## src/rtl/hex_record_halfword_parser_macros.svh

```systemverilog
// assertion macros for the hex record halfword parser
// included by the top level; expects clk and rst_n in scope
`ifndef HEX_RECORD_HALFWORD_PARSER_MACROS_SVH
`define HEX_RECORD_HALFWORD_PARSER_MACROS_SVH

// same-cycle implication, checked outside reset
`define HRHP_ASSERT_NOW(label, cond_a, cond_b, msg) \
  label: assert property (@(posedge clk) disable iff (!rst_n) (cond_a) |-> (cond_b)) \
    else $error(msg);

// next-cycle implication, checked outside reset
`define HRHP_ASSERT_NEXT(label, cond_a, cond_b, msg) \
  label: assert property (@(posedge clk) disable iff (!rst_n) (cond_a) |=> (cond_b)) \
    else $error(msg);

`endif

```

## src/rtl/hrhp_pkg.sv

```systemverilog
// shared types, constants and the hex digit decoder of the hex record parser
// no dependencies
`timescale 1ns / 1ps

package hrhp_pkg;

  // ascii codes used by the digit decoder
  localparam logic [7:0] CHAR_ZERO     = 8'h30;
  localparam logic [7:0] CHAR_NINE     = 8'h39;
  localparam logic [7:0] CHAR_UPPER_A  = 8'h41;
  localparam logic [7:0] CHAR_UPPER_F  = 8'h46;
  localparam logic [7:0] CHAR_A_OFFSET = 8'd55;

  // config register map
  localparam int unsigned CFG_ADDR_W = 3;
  localparam logic        CFG_IDX_FLASH_BASE = 1'b0;
  localparam logic [31:0] FLASH_BASE_RESET   = 32'h0800_0000;

  // what the front end found a character to be
  typedef enum logic [3:0] {
    TK_START,
    TK_COUNT,
    TK_ADDR_FIRST,
    TK_ADDR,
    TK_ADDR_LAST,
    TK_SKIP,
    TK_DATA_FIRST,
    TK_DATA,
    TK_DATA_LAST
  } tok_kind_t;

  typedef struct packed {
    tok_kind_t   kind;
    logic [3:0]  digit;
  } token_t;

  // '0'..'9' and 'A'..'F' to their value, anything else to zero
  function automatic logic [3:0] hex_digit(input logic [7:0] c);
    logic [7:0] t;
    t = 8'h00;
    if (c >= CHAR_ZERO && c <= CHAR_NINE) begin
      t = c - CHAR_ZERO;
    end else if (c >= CHAR_UPPER_A && c <= CHAR_UPPER_F) begin
      t = c - CHAR_A_OFFSET;
    end
    return t[3:0];
  endfunction

endpackage

```

## src/rtl/hrhp_front.sv

```systemverilog
// front end: tracks the character position and classifies each character
// depends on hrhp_pkg
`timescale 1ns / 1ps

module hrhp_front (
  input  logic            clk,
  input  logic            rst_n,
  input  logic            acc_i,
  input  logic [7:0]      char_i,
  input  logic            start_i,
  output hrhp_pkg::token_t tok_o
);

  localparam logic [3:0] POS_MARK       = 4'd0;
  localparam logic [3:0] POS_COUNT_LAST = 4'd2;
  localparam logic [3:0] POS_ADDR_FIRST = 4'd3;
  localparam logic [3:0] POS_ADDR_LAST  = 4'd6;
  localparam logic [3:0] POS_TYPE_LAST  = 4'd8;
  localparam logic [3:0] POS_DATA_FIRST = 4'd9;
  localparam logic [3:0] POS_DATA_LAST  = 4'd12;

  logic [3:0] pos_r;
  logic [3:0] pos_nxt;
  hrhp_pkg::tok_kind_t kind;

  // classify by position and work out the next position
  always_comb begin
    pos_nxt = pos_r + 4'd1;
    if (start_i || pos_r == POS_MARK) begin
      kind    = hrhp_pkg::TK_START;
      pos_nxt = 4'd1;
    end else if (pos_r <= POS_COUNT_LAST) begin
      kind = hrhp_pkg::TK_COUNT;
    end else if (pos_r == POS_ADDR_FIRST) begin
      kind = hrhp_pkg::TK_ADDR_FIRST;
    end else if (pos_r < POS_ADDR_LAST) begin
      kind = hrhp_pkg::TK_ADDR;
    end else if (pos_r == POS_ADDR_LAST) begin
      kind = hrhp_pkg::TK_ADDR_LAST;
    end else if (pos_r <= POS_TYPE_LAST) begin
      kind = hrhp_pkg::TK_SKIP;
    end else if (pos_r == POS_DATA_FIRST) begin
      kind = hrhp_pkg::TK_DATA_FIRST;
    end else if (pos_r < POS_DATA_LAST) begin
      kind = hrhp_pkg::TK_DATA;
    end else begin
      kind    = hrhp_pkg::TK_DATA_LAST;
      pos_nxt = POS_DATA_FIRST;
    end
  end

  assign tok_o.kind  = kind;
  assign tok_o.digit = hrhp_pkg::hex_digit(char_i);

  // position register
  always_ff @(posedge clk) begin
    if (!rst_n) begin
      pos_r <= POS_MARK;
    end else if (acc_i) begin
      pos_r <= pos_nxt;
    end
  end

endmodule

```

## src/rtl/hrhp_queue.sv

```systemverilog
// small token queue between the front end and the back end
// depends on hrhp_pkg
`timescale 1ns / 1ps

module hrhp_queue #(
  parameter int unsigned DEPTH = 2
) (
  input  logic             clk,
  input  logic             rst_n,
  input  logic             push_i,
  input  hrhp_pkg::token_t push_tok_i,
  output logic             full_o,
  input  logic             pop_i,
  output logic             valid_o,
  output hrhp_pkg::token_t tok_o
);

  localparam int unsigned PTR_W = (DEPTH > 1) ? $clog2(DEPTH) : 1;
  localparam int unsigned CNT_W = $clog2(DEPTH + 1);

  hrhp_pkg::token_t slot_r [DEPTH];
  logic [PTR_W-1:0] wr_ptr_r;
  logic [PTR_W-1:0] rd_ptr_r;
  logic [CNT_W-1:0] cnt_r;
  logic             do_push;
  logic             do_pop;

  assign full_o  = (cnt_r == CNT_W'(DEPTH));
  assign valid_o = (cnt_r != '0);
  assign tok_o   = slot_r[rd_ptr_r];
  assign do_push = push_i && !full_o;
  assign do_pop  = pop_i && valid_o;

  // token storage
  always_ff @(posedge clk) begin
    if (do_push) begin
      slot_r[wr_ptr_r] <= push_tok_i;
    end
  end

  // pointers and fill count
  always_ff @(posedge clk) begin
    if (!rst_n) begin
      wr_ptr_r <= '0;
      rd_ptr_r <= '0;
      cnt_r    <= '0;
    end else begin
      if (do_push) begin
        wr_ptr_r <= (wr_ptr_r == PTR_W'(DEPTH - 1)) ? '0 : wr_ptr_r + PTR_W'(1);
      end
      if (do_pop) begin
        rd_ptr_r <= (rd_ptr_r == PTR_W'(DEPTH - 1)) ? '0 : rd_ptr_r + PTR_W'(1);
      end
      if (do_push && !do_pop) begin
        cnt_r <= cnt_r + CNT_W'(1);
      end else if (do_pop && !do_push) begin
        cnt_r <= cnt_r - CNT_W'(1);
      end
    end
  end

endmodule

```

## src/rtl/hrhp_back.sv

```systemverilog
// back end: builds count, address and halfwords from tokens, holds the result register
// depends on hrhp_pkg
`timescale 1ns / 1ps

module hrhp_back (
  input  logic             clk,
  input  logic             rst_n,
  input  logic [31:0]      flash_base_i,
  input  logic             tok_valid_i,
  input  hrhp_pkg::token_t tok_i,
  output logic             tok_pop_o,
  output logic             out_valid_o,
  input  logic             out_ready_i,
  output logic [31:0]      out_addr_o,
  output logic [15:0]      out_hw_o,
  output logic             out_last_o
);

  logic [7:0]  bc_r,  bc_nxt;
  logic [15:0] acc_r, acc_nxt;
  logic [31:0] na_r,  na_nxt;
  logic [6:0]  wd_r,  wd_nxt;
  logic        out_valid_r;
  logic [31:0] out_addr_r;
  logic [15:0] out_hw_r;
  logic        out_last_r;
  logic        emit;
  logic        done;
  logic [6:0]  total;
  logic [15:0] acc_shift;

  assign tok_pop_o = tok_valid_i && (!out_valid_r || out_ready_i);
  assign total     = bc_r[7:1];
  assign done      = (wd_r >= total);
  assign acc_shift = {acc_r[11:0], tok_i.digit};

  // state update for one token
  always_comb begin
    bc_nxt  = bc_r;
    acc_nxt = acc_r;
    na_nxt  = na_r;
    wd_nxt  = wd_r;
    emit    = 1'b0;
    case (tok_i.kind)
      hrhp_pkg::TK_START: begin
        bc_nxt  = '0;
        acc_nxt = '0;
        na_nxt  = '0;
        wd_nxt  = '0;
      end
      hrhp_pkg::TK_COUNT: begin
        bc_nxt = {bc_r[3:0], tok_i.digit};
      end
      hrhp_pkg::TK_ADDR_FIRST: begin
        acc_nxt = {12'h000, tok_i.digit};
      end
      hrhp_pkg::TK_ADDR: begin
        acc_nxt = acc_shift;
      end
      hrhp_pkg::TK_ADDR_LAST: begin
        acc_nxt = acc_shift;
        na_nxt  = flash_base_i | {16'h0000, acc_shift};
      end
      hrhp_pkg::TK_SKIP: begin
        acc_nxt = acc_r;
      end
      hrhp_pkg::TK_DATA_FIRST: begin
        if (!done) acc_nxt = {12'h000, tok_i.digit};
      end
      hrhp_pkg::TK_DATA: begin
        if (!done) acc_nxt = acc_shift;
      end
      hrhp_pkg::TK_DATA_LAST: begin
        if (!done) begin
          acc_nxt = acc_shift;
          na_nxt  = na_r + 32'd2;
          wd_nxt  = wd_r + 7'd1;
          emit    = 1'b1;
        end
      end
      default: begin
        acc_nxt = acc_r;
      end
    endcase
  end

  // record state
  always_ff @(posedge clk) begin
    if (!rst_n) begin
      bc_r  <= '0;
      acc_r <= '0;
      na_r  <= '0;
      wd_r  <= '0;
    end else if (tok_pop_o) begin
      bc_r  <= bc_nxt;
      acc_r <= acc_nxt;
      na_r  <= na_nxt;
      wd_r  <= wd_nxt;
    end
  end

  // result register valid
  always_ff @(posedge clk) begin
    if (!rst_n) begin
      out_valid_r <= 1'b0;
    end else if (tok_pop_o && emit) begin
      out_valid_r <= 1'b1;
    end else if (out_ready_i) begin
      out_valid_r <= 1'b0;
    end
  end

  // result register payload
  always_ff @(posedge clk) begin
    if (tok_pop_o && emit) begin
      out_addr_r <= na_r;
      out_hw_r   <= acc_shift;
      out_last_r <= ({1'b0, wd_r} + 8'd1 == {1'b0, total});
    end
  end

  assign out_valid_o = out_valid_r;
  assign out_addr_o  = out_addr_r;
  assign out_hw_o    = out_hw_r;
  assign out_last_o  = out_last_r;

endmodule

```

## src/rtl/hex_record_halfword_parser.sv

```systemverilog
// Hex record halfword parser. Takes one ASCII character of a hex record per
// cycle on the in_ stream (in_tuser high marks the record's start mark) and
// returns each group of four data digits as a halfword with its flash byte
// address (flash_base OR record address, rising by 2) on the out_ stream,
// tlast set on the last halfword of the record. One character is accepted
// every cycle while results drain; out_tvalid for a halfword rises once its
// last digit has passed through the token queue and then the result register.
// A stalled result register holds the back end, and once the queue is full
// in_tready drops.
// flash_base sits at byte address 0 of the config port and may be changed
// only while the block is idle.
// depends on hrhp_pkg, hrhp_front, hrhp_queue, hrhp_back and the macros header
`timescale 1ns / 1ps
`include "hex_record_halfword_parser_macros.svh"

module hex_record_halfword_parser #(
  parameter int unsigned QUEUE_DEPTH = 2
) (
  input  logic        clk,
  input  logic        rst_n,
  // character stream
  input  logic        in_tvalid,
  output logic        in_tready,
  input  logic [7:0]  in_tdata,   // [7:0] character
  input  logic [0:0]  in_tuser,   // [0] record_start
  // halfword stream
  output logic        out_tvalid,
  input  logic        out_tready,
  output logic [47:0] out_tdata,  // [31:0] write_address, [47:32] halfword
  output logic        out_tlast,  // last_of_record
  // config port
  input  logic        cfg_psel,
  input  logic        cfg_penable,
  input  logic        cfg_pwrite,
  input  logic [hrhp_pkg::CFG_ADDR_W-1:0] cfg_paddr,
  input  logic [31:0] cfg_pwdata,
  output logic [31:0] cfg_prdata,
  output logic        cfg_pready
);

  logic             in_acc;
  logic             q_full;
  logic             q_valid;
  logic             q_pop;
  hrhp_pkg::token_t front_tok;
  hrhp_pkg::token_t q_tok;
  logic [31:0]      flash_base_r;
  logic [31:0]      out_addr;
  logic [15:0]      out_hw;
  logic             cfg_wr;
  logic             cfg_hit;

  assign in_tready = !q_full;
  assign in_acc    = in_tvalid && in_tready;

  // config register
  assign cfg_pready = 1'b1;
  assign cfg_hit    = (cfg_paddr[2] == hrhp_pkg::CFG_IDX_FLASH_BASE);
  assign cfg_wr     = cfg_psel && cfg_penable && cfg_pwrite && cfg_pready;
  assign cfg_prdata = cfg_hit ? flash_base_r : 32'h0000_0000;

  always_ff @(posedge clk) begin
    if (!rst_n) begin
      flash_base_r <= hrhp_pkg::FLASH_BASE_RESET;
    end else if (cfg_wr && cfg_hit) begin
      flash_base_r <= cfg_pwdata;
    end
  end

  // classify characters
  hrhp_front u_front (
    .clk     (clk),
    .rst_n   (rst_n),
    .acc_i   (in_acc),
    .char_i  (in_tdata),
    .start_i (in_tuser[0]),
    .tok_o   (front_tok)
  );

  // token queue
  hrhp_queue #(
    .DEPTH (QUEUE_DEPTH)
  ) u_queue (
    .clk        (clk),
    .rst_n      (rst_n),
    .push_i     (in_acc),
    .push_tok_i (front_tok),
    .full_o     (q_full),
    .pop_i      (q_pop),
    .valid_o    (q_valid),
    .tok_o      (q_tok)
  );

  // assemble halfwords
  hrhp_back u_back (
    .clk          (clk),
    .rst_n        (rst_n),
    .flash_base_i (flash_base_r),
    .tok_valid_i  (q_valid),
    .tok_i        (q_tok),
    .tok_pop_o    (q_pop),
    .out_valid_o  (out_tvalid),
    .out_ready_i  (out_tready),
    .out_addr_o   (out_addr),
    .out_hw_o     (out_hw),
    .out_last_o   (out_tlast)
  );

  assign out_tdata = {out_hw, out_addr};

  // checks
  `HRHP_ASSERT_NOW(a_full_not_empty, !in_tready, q_valid, "queue full but empty")
  `HRHP_ASSERT_NEXT(a_push_lands, in_tvalid && in_tready, q_valid, "accepted request lost")
  `HRHP_ASSERT_NOW(a_no_pop_on_stall, q_pop, !(out_tvalid && !out_tready), "pop while result stalled")

endmodule

```

## config.mk

```make
export PLATFORM = sky130hd
export DESIGN_NAME = hex_record_halfword_parser
export DESIGN_NICKNAME = d
export VERILOG_FILES = /design/src/rtl/hrhp_pkg.sv /design/src/rtl/hrhp_front.sv /design/src/rtl/hrhp_queue.sv /design/src/rtl/hrhp_back.sv /design/src/rtl/hex_record_halfword_parser.sv
export VERILOG_INCLUDE_DIRS = /design/src /design/src/rtl
export SDC_FILE = /design/constraint.sdc
export NUM_CORES = 1
export LEC_CHECK = 0
export ABC_AREA = 1
export ABC_CLOCK_PERIOD_IN_PS = 4000
export BUFFER_PORTS_ARGS = -buffer_cell sky130_fd_sc_hd__buf_2
export CORE_MARGIN = 4
export CORE_UTILIZATION = 50
export CTS_BUF_LIST = sky130_fd_sc_hd__clkbuf_4
export CTS_CLUSTER_SIZE = 8
export DETAILED_ROUTE_END_ITERATION = 12
export PLACE_DENSITY = 0.75
export SYNTH_ARGS = -nofsm -noshare
export SYNTH_HDL_FRONTEND = slang
export SYNTH_SLANG_ARGS = --single-unit
```

## constraint.sdc

```tcl
create_clock -name clk -period 4 [get_ports clk]
set_clock_uncertainty 0.2 [all_clocks]
set_input_delay 0.6 -clock clk [delete_from_list [all_inputs] [get_ports clk]]
set_output_delay 0.6 -clock clk [all_outputs]
set_load 0.03 [all_outputs]
```

==> results <==
- The number of enable flip-flop cells after synthesis is 65.
- The final sum of negative setup slack is 0 ns.
- The largest vdd supply drop is 0.296 mV.
- The core area is 15,900 sq um.
- The leakage power is 4.01 nW.
- In this run the worst setup path terminates at u_back.acc_r[6].
- Once placement completed, the tool counted placed cells totaling 1,392.
- The design draws 0.00502 W.
- The number of synthesis warnings is 0.
- The cell area power density is 548 nW/um^2.
- The endpoint identified for the worst register-to-register timing path is u_back.acc_r[6].
- The kind of launch point of the worst setup path is a register.
- In the routed design, unresolved DRC markers number 0.
- The leading cell type in the layout, fill and taps excluded is sky130_fd_sc_hd__nand2_1.
- The clock reaches the later pin of the worst-skew pair after 0.58 ns.
- The flow ran to the end, and the final reports show no timing, DRC or antenna violations.
- The count of final hold-check violations came to 0.
- The final routed wirelength across all metal layers is 19.5 mm.
- The placed instances occupy a cell area of 8900 sq um.
- The clock edge transition at the registers on the reported setup and hold paths is 0.14 ns.
- The largest net degree at the start of global routing is 46.
- The synthesized instance count is 1,078.
- Setup repair after global routing left no endpoint under its margin.
- The share of total power dissipated in combinational logic is 0.345.
- The vertical die dimension is 136 um.
- Of the available clock period, the critical path in the final layout requires 0.718.
- The tightest hold path in the finished design has a slack of 0.0423 ns.
- The pre-antenna-repair detailed-routing pass consisted of 5 iterations.
- The total buffers and inverters traversed by the critical path is 1.
- The number of DRC markers in iteration 0 is 583.
- The max-cap violation count is 0.
- The post-detailed-route wirelength per cell is 13.7 um.
- The finished cells cover 9160 sq um.
- The buffer levels on the longest clock path is 2.
- The clock buffer count from CTS is 17.
- The worst setup path is of the register to register kind.
- The number of buffers inserted to repair setup after CTS is 0.
- The top-level I/O count is 135.
- In this design, the stage delay of the slowest critical-path cell is 0.57 ns.
- The quantity of hold-fixing buffers added after cts is 0.
- The final max-slew violation count is 0.
- The slowest stage cell on the critical path is sky130_fd_sc_hd__dfxtp_1.
- The last weighted congestion value of the routability-driven placer is 0.907.
- The post-synthesis async set-or-reset flop share is 0.
- The routed via count is 7,182.
- In the layout the commonest cells are sky130_fd_sc_hd__nand2_1, sky130_fd_sc_hd__nor2_1, sky130_fd_sc_hd__buf_2.
- The die is 136 um wide.
- In the global route stage, overall resource usage came out at 0.214.
- The first-pass GRT wire length is 31.1 mm.
- STA puts the critical path data required time at 4.33 ns.
- The number of nets still failing antenna checks after routing is 0.
- The maximum fanout along the worst path is 20.
- Internal power comes to 0.00294 W.
- Detailed placement finished with a half-perimeter wire length of 14.1 mm.
- The critical path goes through inv_2, nand2_1, nand2_1, nor2_4, nand2_1, o211ai_1, nand3_1, nand2_1, nand2_1, nor2_1.
- The worst max-slew margin expressed relative to the limit is 0.500.
- The cell area that synthesis handed to floorplanning was 8140 sq um.
- The share of the Yosys chip area taken by registers is 0.488.
- The share of power burned in registers is 0.473.
- The number of antenna violations at the first check in global routing is 1.
- The fmax is 348 MHz.
- The final layout net count is 1,263.
- The per-instance average area after synthesis is 7.55 sq um.
- The buffer cell driving the clock tree root is sky130_fd_sc_hd__clkbuf_4.
- Synthesis inferred 166 register bits.
- The number of gates resized after cts is 0.
- The synthesized netlist net count is 1,146.
- The switching power of the nets is 0.00208 W.
- The CTS tree is yes.
- The kind of cell with the highest combined delay on the critical path is simple AND/OR/NAND/NOR gates.
- At the pin with the least slew margin, the transition time is 0.750 ns.
- The growth of design area from synthesis to finish is 12.6%.
- In the synthesized netlist the dominant register cell turns out to be sky130_fd_sc_hd__dfxtp_1.
- In this run the core area contains 46 standard-cell rows.
- Of the total power, the share spent switching nets is 0.415.
- The netlist uses 41 different library cells.
- The clock share of power is 0.182.
- In this design, the critical path's most frequently occurring cell is sky130_fd_sc_hd__nand2_1.
- Input and output buffers added on the ports amount to 131.
- The cell count along the critical path is 10.
- In the final layout, the share of cells above drive strength 1 is 0.158.
- The via count of the first global-routing pass is 6,267.
- The starting density of the core is 0.512.
- The via density per instance is 5.04.
- The worst register-to-register path has a depth of 10.
- The floorplan step defined a die boundary enclosing 18,400 sq um.
- The global route total overflow is 0.
- The kind of capture point of the worst setup path is a register.
- The number of standard cells in the final layout excluding fillers is 1,425.
- The register-to-register path setup slack is 1.13 ns.
- The classification of the worst-slack hold path is input pin to register.
- The clock period minus final worst setup slack is 2.87 ns.
- The data arrival time of the critical path is 3.20 ns.
- The count of clock tree sinks is 166.
- The number of H-tree branching levels is 4.
- Setup violations remaining at the end of the flow were counted as 0.
[area by class of cell]
| type | instances | area, sq um |
|---|---|---|
| Multi-Input combinational cell | 743 | 3460 |
| Inverter | 131 | 492 |
| Fill cell | 1501 | 6720 |
| Timing Repair Buffer | 136 | 706 |
| Tap cell | 216 | 270 |
| Clock buffer | 17 | 128 |
| Sequential cell | 166 | 3970 |
| Clock inverter | 15 | 129 |
| Antenna cell | 1 | 2.50 |
[worst min-delay path by stage]
stage / from / to / slack [ns] / cells past startpoint
2_1_floorplan: u_back.na_r[0] / u_back.out_addr_o[0] / 0.21 / 0
3_5_place_dp: u_back.na_r[0] / u_back.out_addr_o[0] / 0.22 / 0
6_report: cfg_pwdata[27] / flash_base_r[27] / 0.04 / 3
4_1_cts: cfg_pwdata[27] / flash_base_r[27] / 0.002 / 3
3_3_place_gp: u_back.na_r[0] / u_back.out_addr_o[0] / 0.22 / 0
5_1_grt: cfg_pwdata[27] / flash_base_r[27] / 0.007 / 3
[through the flow]
stage          setup slack (ns)   util
2_1_floorplan              1.16      -
3_3_place_gp               1.17  0.560
3_5_place_dp               1.10  0.560
4_1_cts                    1.10  0.577
5_1_grt                   0.750  0.577
6_report                   1.13  0.577
[cell families after synthesis]
family,share of synthesized area
other cells,0.000461
flops,0.488
xor+xnor,0.0129
compound gates,0.116
simple gates,0.270
fa+ha+maj,0.0261
buf+inv,0.0861
[tightest hold or removal path: cells and delay by family]
family / cells / cell delay (ns)
compound gates: 1 / 0.07
buf+inv: 1 / 0.08
simple gates: 1 / 0.05
[power groups by stage]
| stage | Sequential [W] | Combinational, W | Clock [W] |
|---|---|---|---|
| final | 0.00238 | 0.00173 | 0.000913 |
| after global routing | 0.00241 | 0.00197 | 0.00101 |
| after CTS | 0.00237 | 0.00172 | 0.000935 |
| after detailed placement | 0.00240 | 0.00172 | 0 |
| after global placement | 0.00240 | 0.00168 | 0 |
| after floorplan | 0.00235 | 0.00138 | 0 |
[cells in the mapped netlist, types with 2 or more instances]
| cell type | number | area, sq um |
|---|---|---|
| sky130_fd_sc_hd__nand4_1 | 6 | 37.5 |
| sky130_fd_sc_hd__edfxtp_1 | 65 | 1950 |
| sky130_fd_sc_hd__and3_1 | 2 | 12.5 |
| sky130_fd_sc_hd__clkbuf_1 | 22 | 82.6 |
| sky130_fd_sc_hd__ha_1 | 17 | 213 |
| sky130_fd_sc_hd__xor2_1 | 10 | 87.6 |
| sky130_fd_sc_hd__nor3_1 | 3 | 15.0 |
| sky130_fd_sc_hd__o21ai_0 | 71 | 355 |
| sky130_fd_sc_hd__nor2_4 | 2 | 22.5 |
| sky130_fd_sc_hd__dfxtp_1 | 101 | 2020 |
| sky130_fd_sc_hd__buf_6 | 6 | 67.6 |
| sky130_fd_sc_hd__a21oi_1 | 66 | 330 |
| sky130_fd_sc_hd__inv_1 | 123 | 462 |
| sky130_fd_sc_hd__nand3_1 | 70 | 350 |
| sky130_fd_sc_hd__inv_2 | 7 | 26.3 |
| sky130_fd_sc_hd__nand2_1 | 231 | 867 |
| sky130_fd_sc_hd__nand2_4 | 2 | 22.5 |
| sky130_fd_sc_hd__a211oi_1 | 3 | 22.5 |
| sky130_fd_sc_hd__xnor2_1 | 2 | 17.5 |
| sky130_fd_sc_hd__buf_4 | 4 | 30.0 |
| sky130_fd_sc_hd__o211ai_1 | 2 | 15.0 |
| sky130_fd_sc_hd__o21bai_1 | 5 | 37.5 |
| sky130_fd_sc_hd__o21ai_1 | 29 | 145 |
| sky130_fd_sc_hd__nor2_1 | 206 | 773 |
| sky130_fd_sc_hd__buf_2 | 5 | 25.0 |
| sky130_fd_sc_hd__or2_2 | 3 | 18.8 |
[flip-flops by register name, indices dropped and copies added, names as in the netlist, 2 cells and up, named ones only]
signal / flops
flash_base_r: 32
u_back.acc_r: 12
u_back.bc_r: 8
u_back.na_r: 32
u_back.out_addr_o: 32
u_back.out_hw_o: 16
u_back.wd_r: 7
u_front.pos_r: 4
u_queue.cnt_r: 2
u_queue.slot_r: 16
[layer usage]
metal | GRT usage | share of wire
met3 | 0.0446 | 0.074
met4 | 0.0672 | 0.018
met5 | 0 | 0
met2 | 0.319 | 0.43
met1 | 0.315 | 0.47
No activity file was read; power rests on OpenSTA's default activity.
